## src/design/dqsb_pkg.sv

```systemverilog
// dqsb_pkg: shared types, codes and helpers for the dual queue shared buffer
// used by dqsb_ctrl, dqsb_datapath and dual_queue_shared_buffer; no dependencies
`timescale 1ns / 1ps

package dqsb_pkg;

  // request opcodes
  localparam logic [2:0] OP_PUSH_A = 3'd0;
  localparam logic [2:0] OP_PUSH_B = 3'd1;
  localparam logic [2:0] OP_POP_A  = 3'd2;
  localparam logic [2:0] OP_POP_B  = 3'd3;
  localparam logic [2:0] OP_LIST_A = 3'd4;
  localparam logic [2:0] OP_LIST_B = 3'd5;

  // result status codes
  typedef enum logic [1:0] {
    ST_OK        = 2'd0,
    ST_OVERFLOW  = 2'd1,
    ST_UNDERFLOW = 2'd2
  } status_t;

  // coarse operation class
  typedef enum logic [1:0] {
    KIND_PUSH = 2'd0,
    KIND_POP  = 2'd1,
    KIND_LIST = 2'd2,
    KIND_NONE = 2'd3
  } kind_t;

  // commands from controller to datapath
  typedef struct packed {
    logic    capture;      // latch the incoming request
    logic    push;         // write the value and advance the rear pointer
    logic    fail;         // load an error result
    status_t fail_status;
    logic    start;        // cursor to the front of the selected queue
    logic    rd_en;        // read the buffer at the cursor
    logic    load_data;    // load the read data as an ok result
    logic    advance;      // step the cursor toward the rear
  } ctrl_cmd_t;

  // status from datapath to controller
  typedef struct packed {
    kind_t kind;
    logic  full;
    logic  empty;
    logic  last;
  } dp_stat_t;

  function automatic kind_t op_kind(input logic [2:0] op);
    kind_t k;
    case (op)
      OP_PUSH_A, OP_PUSH_B: k = KIND_PUSH;
      OP_POP_A, OP_POP_B:   k = KIND_POP;
      OP_LIST_A, OP_LIST_B: k = KIND_LIST;
      default:              k = KIND_NONE;
    endcase
    return k;
  endfunction

endpackage

```

## src/design/dqsb_ram.sv

```systemverilog
// dqsb_ram: generic single write port, single read port ram with registered read
// no dependencies
`timescale 1ns / 1ps

module dqsb_ram #(
  parameter int WIDTH = 32,
  parameter int DEPTH = 16
) (
  input  logic                     clk,
  input  logic                     wr_en,
  input  logic [$clog2(DEPTH)-1:0] wr_addr,
  input  logic [WIDTH-1:0]         wr_data,
  input  logic                     rd_en,
  input  logic [$clog2(DEPTH)-1:0] rd_addr,
  output logic [WIDTH-1:0]         rd_data
);

  logic [WIDTH-1:0] mem [DEPTH];

  // write port and registered read port
  always_ff @(posedge clk) begin
    if (wr_en) begin
      mem[wr_addr] <= wr_data;
    end
    if (rd_en) begin
      rd_data <= mem[rd_addr];
    end
  end

endmodule

```

## src/design/dqsb_ctrl.sv

```systemverilog
// dqsb_ctrl: request sequencer for the dual queue shared buffer
// depends on dqsb_pkg
`timescale 1ns / 1ps

module dqsb_ctrl (
  input  logic                clk,
  input  logic                rst,
  input  logic                in_valid,
  output logic                in_ready,
  output logic                out_valid,
  input  logic                out_ready,
  input  dqsb_pkg::dp_stat_t  stat,
  output dqsb_pkg::ctrl_cmd_t cmd
);
  import dqsb_pkg::*;

  typedef enum logic [4:0] {
    S_IDLE  = 5'b00001,
    S_EXEC  = 5'b00010,
    S_FETCH = 5'b00100,
    S_READ  = 5'b01000,
    S_OUT   = 5'b10000
  } state_t;

  state_t state;
  state_t state_next;

  // state register
  always_ff @(posedge clk) begin
    if (rst) begin
      state <= S_IDLE;
    end else begin
      state <= state_next;
    end
  end

  assign in_ready  = (state == S_IDLE);
  assign out_valid = (state == S_OUT);

  // next state and commands
  always_comb begin
    state_next      = state;
    cmd             = '0;
    cmd.fail_status = ST_OK;
    case (state)
      S_IDLE: begin
        if (in_valid) begin
          cmd.capture = 1'b1;
          state_next  = S_EXEC;
        end
      end
      S_EXEC: begin
        case (stat.kind)
          KIND_PUSH: begin
            if (stat.full) begin
              cmd.fail        = 1'b1;
              cmd.fail_status = ST_OVERFLOW;
            end else begin
              cmd.push = 1'b1;
            end
            state_next = S_OUT;
          end
          KIND_POP, KIND_LIST: begin
            if (stat.empty) begin
              cmd.fail        = 1'b1;
              cmd.fail_status = ST_UNDERFLOW;
              state_next      = S_OUT;
            end else begin
              cmd.start  = 1'b1;
              state_next = S_FETCH;
            end
          end
          default: begin
            state_next = S_IDLE;
          end
        endcase
      end
      S_FETCH: begin
        cmd.rd_en  = 1'b1;
        state_next = S_READ;
      end
      S_READ: begin
        cmd.load_data = 1'b1;
        state_next    = S_OUT;
      end
      S_OUT: begin
        if (out_ready) begin
          if (stat.kind == KIND_LIST && !stat.last) begin
            cmd.advance = 1'b1;
            state_next  = S_FETCH;
          end else begin
            state_next = S_IDLE;
          end
        end
      end
      default: begin
        state_next = S_IDLE;
      end
    endcase
  end

endmodule

```

## src/design/dqsb_datapath.sv

```systemverilog
// dqsb_datapath: queue pointers, shared buffer and result register
// depends on dqsb_pkg and dqsb_ram
`timescale 1ns / 1ps

module dqsb_datapath #(
  parameter int DEPTH = 16
) (
  input  logic                clk,
  input  logic                rst,
  input  logic [2:0]          in_opcode,
  input  logic [31:0]         in_value,
  input  dqsb_pkg::ctrl_cmd_t cmd,
  output dqsb_pkg::dp_stat_t  stat,
  output logic [31:0]         out_value,
  output logic [1:0]          out_status,
  output logic                out_last
);
  import dqsb_pkg::*;

  localparam int PW = $clog2(DEPTH + 1);
  localparam int AW = $clog2(DEPTH);
  localparam logic [PW-1:0] PTR_END  = PW'(DEPTH);
  localparam logic [PW-1:0] PTR_TOP  = PW'(DEPTH - 1);
  localparam logic [PW-1:0] PTR_ONE  = PW'(1);

  logic [2:0]    op;
  logic [31:0]   value;
  logic          a_valid;
  logic [PW-1:0] head_a, tail_a, head_b, tail_b;
  logic [PW-1:0] cursor;
  logic          sel_b;
  kind_t         kind;

  logic          b_empty;
  logic [PW-1:0] a_top, b_bottom, b_tail_new;
  logic          full;
  logic [PW-1:0] tail_sel;

  logic          wr_en;
  logic [AW-1:0] wr_addr;
  logic [31:0]   rd_data;

  assign sel_b = op[0];
  assign kind  = op_kind(op);

  // occupancy and next rear slots
  assign b_empty    = (head_b == PTR_END);
  assign a_top      = a_valid ? (tail_a + PTR_ONE) : '0;
  assign b_bottom   = b_empty ? PTR_END : tail_b;
  assign full       = (a_top >= b_bottom);
  assign b_tail_new = b_empty ? PTR_TOP : (tail_b - PTR_ONE);
  assign tail_sel   = sel_b ? tail_b : tail_a;

  assign stat.kind  = kind;
  assign stat.full  = full;
  assign stat.empty = sel_b ? b_empty : !a_valid;
  assign stat.last  = out_last;

  // buffer write on a push that fits
  assign wr_en   = cmd.push;
  assign wr_addr = sel_b ? b_tail_new[AW-1:0] : a_top[AW-1:0];

  dqsb_ram #(
    .WIDTH(32),
    .DEPTH(DEPTH)
  ) u_ram (
    .clk    (clk),
    .wr_en  (wr_en),
    .wr_addr(wr_addr),
    .wr_data(value),
    .rd_en  (cmd.rd_en),
    .rd_addr(cursor[AW-1:0]),
    .rd_data(rd_data)
  );

  // request capture
  always_ff @(posedge clk) begin
    if (cmd.capture) begin
      op    <= in_opcode;
      value <= in_value;
    end
  end

  // list and pop cursor
  always_ff @(posedge clk) begin
    if (cmd.start) begin
      cursor <= sel_b ? head_b : head_a;
    end else if (cmd.advance) begin
      cursor <= sel_b ? (cursor - PTR_ONE) : (cursor + PTR_ONE);
    end
  end

  // queue pointers
  always_ff @(posedge clk) begin
    if (rst) begin
      a_valid <= 1'b0;
      head_a  <= '0;
      tail_a  <= '0;
      head_b  <= PTR_END;
      tail_b  <= PTR_END;
    end else if (cmd.push) begin
      if (sel_b) begin
        if (b_empty) begin
          head_b <= PTR_TOP;
        end
        tail_b <= b_tail_new;
      end else begin
        if (!a_valid) begin
          head_a <= '0;
        end
        a_valid <= 1'b1;
        tail_a  <= a_top;
      end
    end else if (cmd.load_data && kind == KIND_POP) begin
      if (sel_b) begin
        if (head_b == tail_b) begin
          head_b <= PTR_END;
          tail_b <= PTR_END;
        end else begin
          head_b <= head_b - PTR_ONE;
        end
      end else begin
        if (head_a == tail_a) begin
          a_valid <= 1'b0;
          head_a  <= '0;
          tail_a  <= '0;
        end else begin
          head_a <= head_a + PTR_ONE;
        end
      end
    end
  end

  // result register
  always_ff @(posedge clk) begin
    if (cmd.push) begin
      out_value  <= '0;
      out_status <= ST_OK;
      out_last   <= 1'b1;
    end else if (cmd.fail) begin
      out_value  <= '0;
      out_status <= cmd.fail_status;
      out_last   <= 1'b1;
    end else if (cmd.load_data) begin
      out_value  <= rd_data;
      out_status <= ST_OK;
      out_last   <= (kind == KIND_POP) || (cursor == tail_sel);
    end
  end

endmodule

```

## src/design/dual_queue_shared_buffer.sv

```systemverilog
// dual_queue_shared_buffer: two linear queues sharing one buffer, top level
// depends on dqsb_pkg, dqsb_ctrl, dqsb_datapath and dqsb_ram
`timescale 1ns / 1ps

// channel   signals                      payload
// s_*       s_tvalid s_tready            s_tuser opcode, s_tdata push_value
// m_*       m_tvalid m_tready m_tlast    m_tdata item_value, m_tuser status
//
// one request at a time; the buffer ram has a registered read port
// push or error result: the request is captured, then decided, then offered on m_*
// pop or list: each item is one ram read, then offered; a list steps front to rear
// rst clears the pointers and the controller state only, buffer contents are unknown until written
// while a result waits on m_tready no new request is taken

module dual_queue_shared_buffer #(
  parameter int DEPTH = 16
) (
  input  logic        clk,
  input  logic        rst,
  input  logic        s_tvalid,
  output logic        s_tready,
  input  logic [31:0] s_tdata,   // [31:0] push_value
  input  logic [2:0]  s_tuser,   // [2:0] opcode
  output logic        m_tvalid,
  input  logic        m_tready,
  output logic [31:0] m_tdata,   // [31:0] item_value
  output logic [1:0]  m_tuser,   // [1:0] status
  output logic        m_tlast
);
  import dqsb_pkg::*;

  ctrl_cmd_t cmd;
  dp_stat_t  stat;

  dqsb_ctrl u_ctrl (
    .clk      (clk),
    .rst      (rst),
    .in_valid (s_tvalid),
    .in_ready (s_tready),
    .out_valid(m_tvalid),
    .out_ready(m_tready),
    .stat     (stat),
    .cmd      (cmd)
  );

  dqsb_datapath #(
    .DEPTH(DEPTH)
  ) u_datapath (
    .clk       (clk),
    .rst       (rst),
    .in_opcode (s_tuser),
    .in_value  (s_tdata),
    .cmd       (cmd),
    .stat      (stat),
    .out_value (m_tdata),
    .out_status(m_tuser),
    .out_last  (m_tlast)
  );

endmodule

```

## config.mk

```make
export PLATFORM = sky130hd
export DESIGN_NAME = dual_queue_shared_buffer
export DESIGN_NICKNAME = d
export VERILOG_FILES = /design/src/design/dqsb_pkg.sv /design/src/design/dqsb_ram.sv /design/src/design/dqsb_ctrl.sv /design/src/design/dqsb_datapath.sv /design/src/design/dual_queue_shared_buffer.sv
export SDC_FILE = /design/constraint.sdc
export NUM_CORES = 1
export LEC_CHECK = 0
export BUFFER_PORTS_ARGS = -buffer_cell sky130_fd_sc_hd__buf_2
export CAP_MARGIN = 25
export CORE_ASPECT_RATIO = 0.9
export CORE_MARGIN = 1.5
export CORE_UTILIZATION = 35
export CTS_BUF_LIST = sky130_fd_sc_hd__clkbuf_8
export DETAILED_ROUTE_END_ITERATION = 10
export PLACE_DENSITY = 0.52
export REMOVE_ABC_BUFFERS = 1
export SLEW_MARGIN = 15
export SYNTH_ARGS = -nofsm -noshare
export SYNTH_HDL_FRONTEND = slang
export SYNTH_SLANG_ARGS = --single-unit
```

## constraint.sdc

```tcl
create_clock -name clk -period 10 [get_ports clk]
set_input_delay 1 -clock clk [delete_from_list [all_inputs] [get_ports clk]]
set_output_delay 1 -clock clk [all_outputs]
set_load 0.005 [all_outputs]
```

==> flow_summary_export.csv <==
group,metric,value,unit
synth,yosys.cell_types.count,54,
synth,netlist.top_cell.by_area,"sky130_fd_sc_hd__edfxtp_1",
clocking,cts_tree,"built",
final_layout,layout.cell_area.non_filler,0.0287,sq mm
pwr,max-vdd-ir-drop,0.106,mV
timing,final_min_period_over_clock_period,47.7,%
floorplan,floorplan.core_area,0.0702,sq mm
final_layout,fillerInstances,6306,
timing,fmaxAchievable,0.209,GHz
final_layout,post_route_cells_drive_above_1_share,28.8,%
outcome,status,"complete, no violations",
floorplan,chipWidth,284,um
detailed_routing,drt-vias-per-instance,5.05,
final_layout,net_count_final,1463,
floorplan,boundaryPins,76,
clocking,clock_latency,0.74,ns
clocking,clkSinkCount,645,
worst_setup_path,worst_ep_arrival_time,5.17,ns
final_layout,antenna_cells,0,
floorplan,die_area,0.0728,sq mm
clocking,htreeDepth,3,
synth,yosys-top-cells-area,"sky130_fd_sc_hd__edfxtp_1 (70%), sky130_fd_sc_hd__mux4_2 (14%), sky130_fd_sc_hd__dfxtp_1 (4.9%)",
synth,synth-async-reset-ratio,0,%
timing,timing.slew.headroom,35.9,%
global_route,antenna_violations_before_repair,0,
timing,setup_repair_after_global_routing_missed_its_margin,"false",
timing,min_period,4.77,ns
timing,finalSetupViolCount,0,
synth,post_synth_edffs,584,
clocking,clk_transition_reported_paths,0.06,ns
timing,worst_margin_slew,0.961,ns
worst_setup_path,critPathRequiredTime,10.40,ns
floorplan,die_h,256,um
synth,syn_area_per_cell,19.7,sq um
clocking,hold_buffers,0,
synth,synth.yosys.seq_area_share,75.3,%
placed_design,globalplace.congestion,0.788,
pwr,total_leakage_power,9.30,nW
global_route,grt_use_total,15.6,%
synth,ys_seq_elements,645,
floorplan,placementRows,92,
final_layout,final_common_cell,"sky130_fd_sc_hd__edfxtp_1",
placed_design,dpl_cell_area,0.0266,sq mm
detailed_routing,wirelength,56.2,mm
synth,synth_top_area_share,70.4,%
worst_setup_path,setup.worst_path.class,"register to register",
clocking,clock_path_buffers,3,
detailed_routing,num_vias,12300,
placed_design,half_perimeter_wire_length_after_placement,31.3,mm
global_route,first_global_vias,12800,
global_route,grt_start_max_net_pins,132,
clocking,cts_made_buffers,104,
global_route,grt_first_pass_wirelength,84.2,mm
synth,yosys_most_used_dff,"sky130_fd_sc_hd__edfxtp_1",
worst_setup_path,setup.worst_path.end_class,"register",
final_layout,mostFrequentLayoutCells,"sky130_fd_sc_hd__edfxtp_1 (584), sky130_fd_sc_hd__mux4_2 (160), sky130_fd_sc_hd__clkbuf_8 (111)",
synth,synth-warning-count,0,
detailed_routing,drc,0,
min_path,worstHoldPathType,"input pin to register",
worst_setup_path,setup.worst_path.start_class,"register",
final_layout,area_growth,15.0,%
detailed_routing,dr.first_iter.drc_count,907,
pwr,power_density,186,mW/mm^2
clocking,cts-root-buf,"sky130_fd_sc_hd__clkbuf_8",
detailed_routing,detail_route.wl_per_cell,23.1,um
timing,hold_violations,0,
timing,clock_skew,0.0619,ns
run,maxCapViolCount,0,
floorplan,effective_utilization_at_floorplan,35.5,%
timing,maxSlewViolCount,0,
worst_setup_path,timing.critical_path.fanout_max,17,
clocking,postCtsSetupRepairBufs,0,
placed_design,numPortBuffers,75,
timing,fin_tns_setup,0,ns
synth,netlist_area_pre_place,0.0249,sq mm
synth,synthesis.instances,1262,
clocking,post_cts_resize_count,0,
global_route,grt_overflow_total,0,
detailed_routing,initial_drt_pass_iterations,5,
detailed_routing,antenna_left,0,
cells by family (layout without fill, tap and decap cells):
logic type	Yosys count	in the layout	synth area share, %
buffers and inverters	86	321	1.37
adders and majority gates	17	17	0.874
AOI/OAI and AO/OA	123	123	3.00
muxes	170	170	14.9
and+or+nand+nor	199	199	3.82
xor gates and xnor gates	22	22	0.773
DFF	645	645	75.3
registers in the layout (all words and copies together) (netlist names):
name                      flops
u_datapath.head_b             5
u_datapath.value             32
u_datapath.tail_b             5
u_datapath.head_a             5
u_datapath.out_last           1
u_datapath.u_ram.rd_data     32
u_datapath.op                 3
u_ctrl.state                  5
u_datapath.a_valid            1
u_datapath.u_ram.mem        512
u_datapath.out_status         2
u_datapath.tail_a             5
u_datapath.out_value         32
u_datapath.cursor             5
critical path, stage by stage (launching register included):
cell	delay [ns]
sky130_fd_sc_hd__dfxtp_1	0.37
sky130_fd_sc_hd__inv_1	0.11
sky130_fd_sc_hd__ha_1	0.17
sky130_fd_sc_hd__nand4bb_1	0.35
sky130_fd_sc_hd__nand2_1	0.26
sky130_fd_sc_hd__inv_1	0.06
sky130_fd_sc_hd__ha_1	0.29
sky130_fd_sc_hd__nor2b_1	0.11
sky130_fd_sc_hd__o21ai_1	0.17
sky130_fd_sc_hd__maj3_1	0.41
sky130_fd_sc_hd__a21oi_1	0.50
sky130_fd_sc_hd__buf_4	0.27
sky130_fd_sc_hd__nand3_1	0.34
sky130_fd_sc_hd__nor2_4	0.64
sky130_fd_sc_hd__buf_4	0.40
routing by layer:
metal  wire (um)  up-vias  GRT usage (%)
met4        1630        0           5.60
met1       26100     6452           22.6
li1            -     5426              -
met5           0        -              0
met3        2640      117           2.71
met2       25900      322           23.7
Yosys cell counts (all sizes together), types with 8 or more instances:
cell      n
o21ai    20
edfxtp  584
dfxtp    61
ha       15
nand3    17
xnor2    16
nor3     15
a21oi    56
inv      21
nor2b     8
buf      26
mux4    160
nand2    96
nor2     34
mux2i     9
clkbuf   39
metrics by stage:
step                setup WS [ns]  total power [mW]  hold WS [ns]  util, %  cells
finish                       5.23              5.34         0.435     40.8   2437
global route                 4.91              5.55         0.381     40.8   2437
CTS                          5.26              5.41         0.376     40.8   2436
detailed placement           5.26              3.20         0.443     37.9   2241
global placement             4.97              3.19         0.442     37.8   2239
floorplan                    2.77              3.12         0.453        -   1197
worst paths after layout:
| check | start | to | slack [ns] | depth (start not counted) |
|---|---|---|---|---|
| max | u_datapath.head_b[0] | u_datapath.u_ram.mem[6][20] | 5.23 | 14 |
| max reg2reg | u_datapath.head_b[0] | u_datapath.u_ram.mem[6][20] | 5.23 | 14 |
| min reg2reg | u_datapath.out_value[9] | u_datapath.out_value[9] | 0.45 | 2 |
| min | s_tdata[25] | u_datapath.value[25] | 0.43 | 1 |
power by group:
group          internal, mW  switching, mW
Sequential             2.98         0.0574
Clock                  1.12           1.08
Combinational        0.0363         0.0602
Total                  4.14           1.20
final cells by class:
type	instances	area [sq um]	share of cell area (%)
Inverter	21	78.8	0.275
Clock inverter	84	505	1.76
Tap cell	940	1180	4.11
Timing Repair Buffer	105	646	2.25
Clock buffer	111	1530	5.33
Multi-Input combinational cell	531	5960	20.8
Sequential cell	645	18800	65.5
Note: power is estimated with default switching activity, not from simulation.
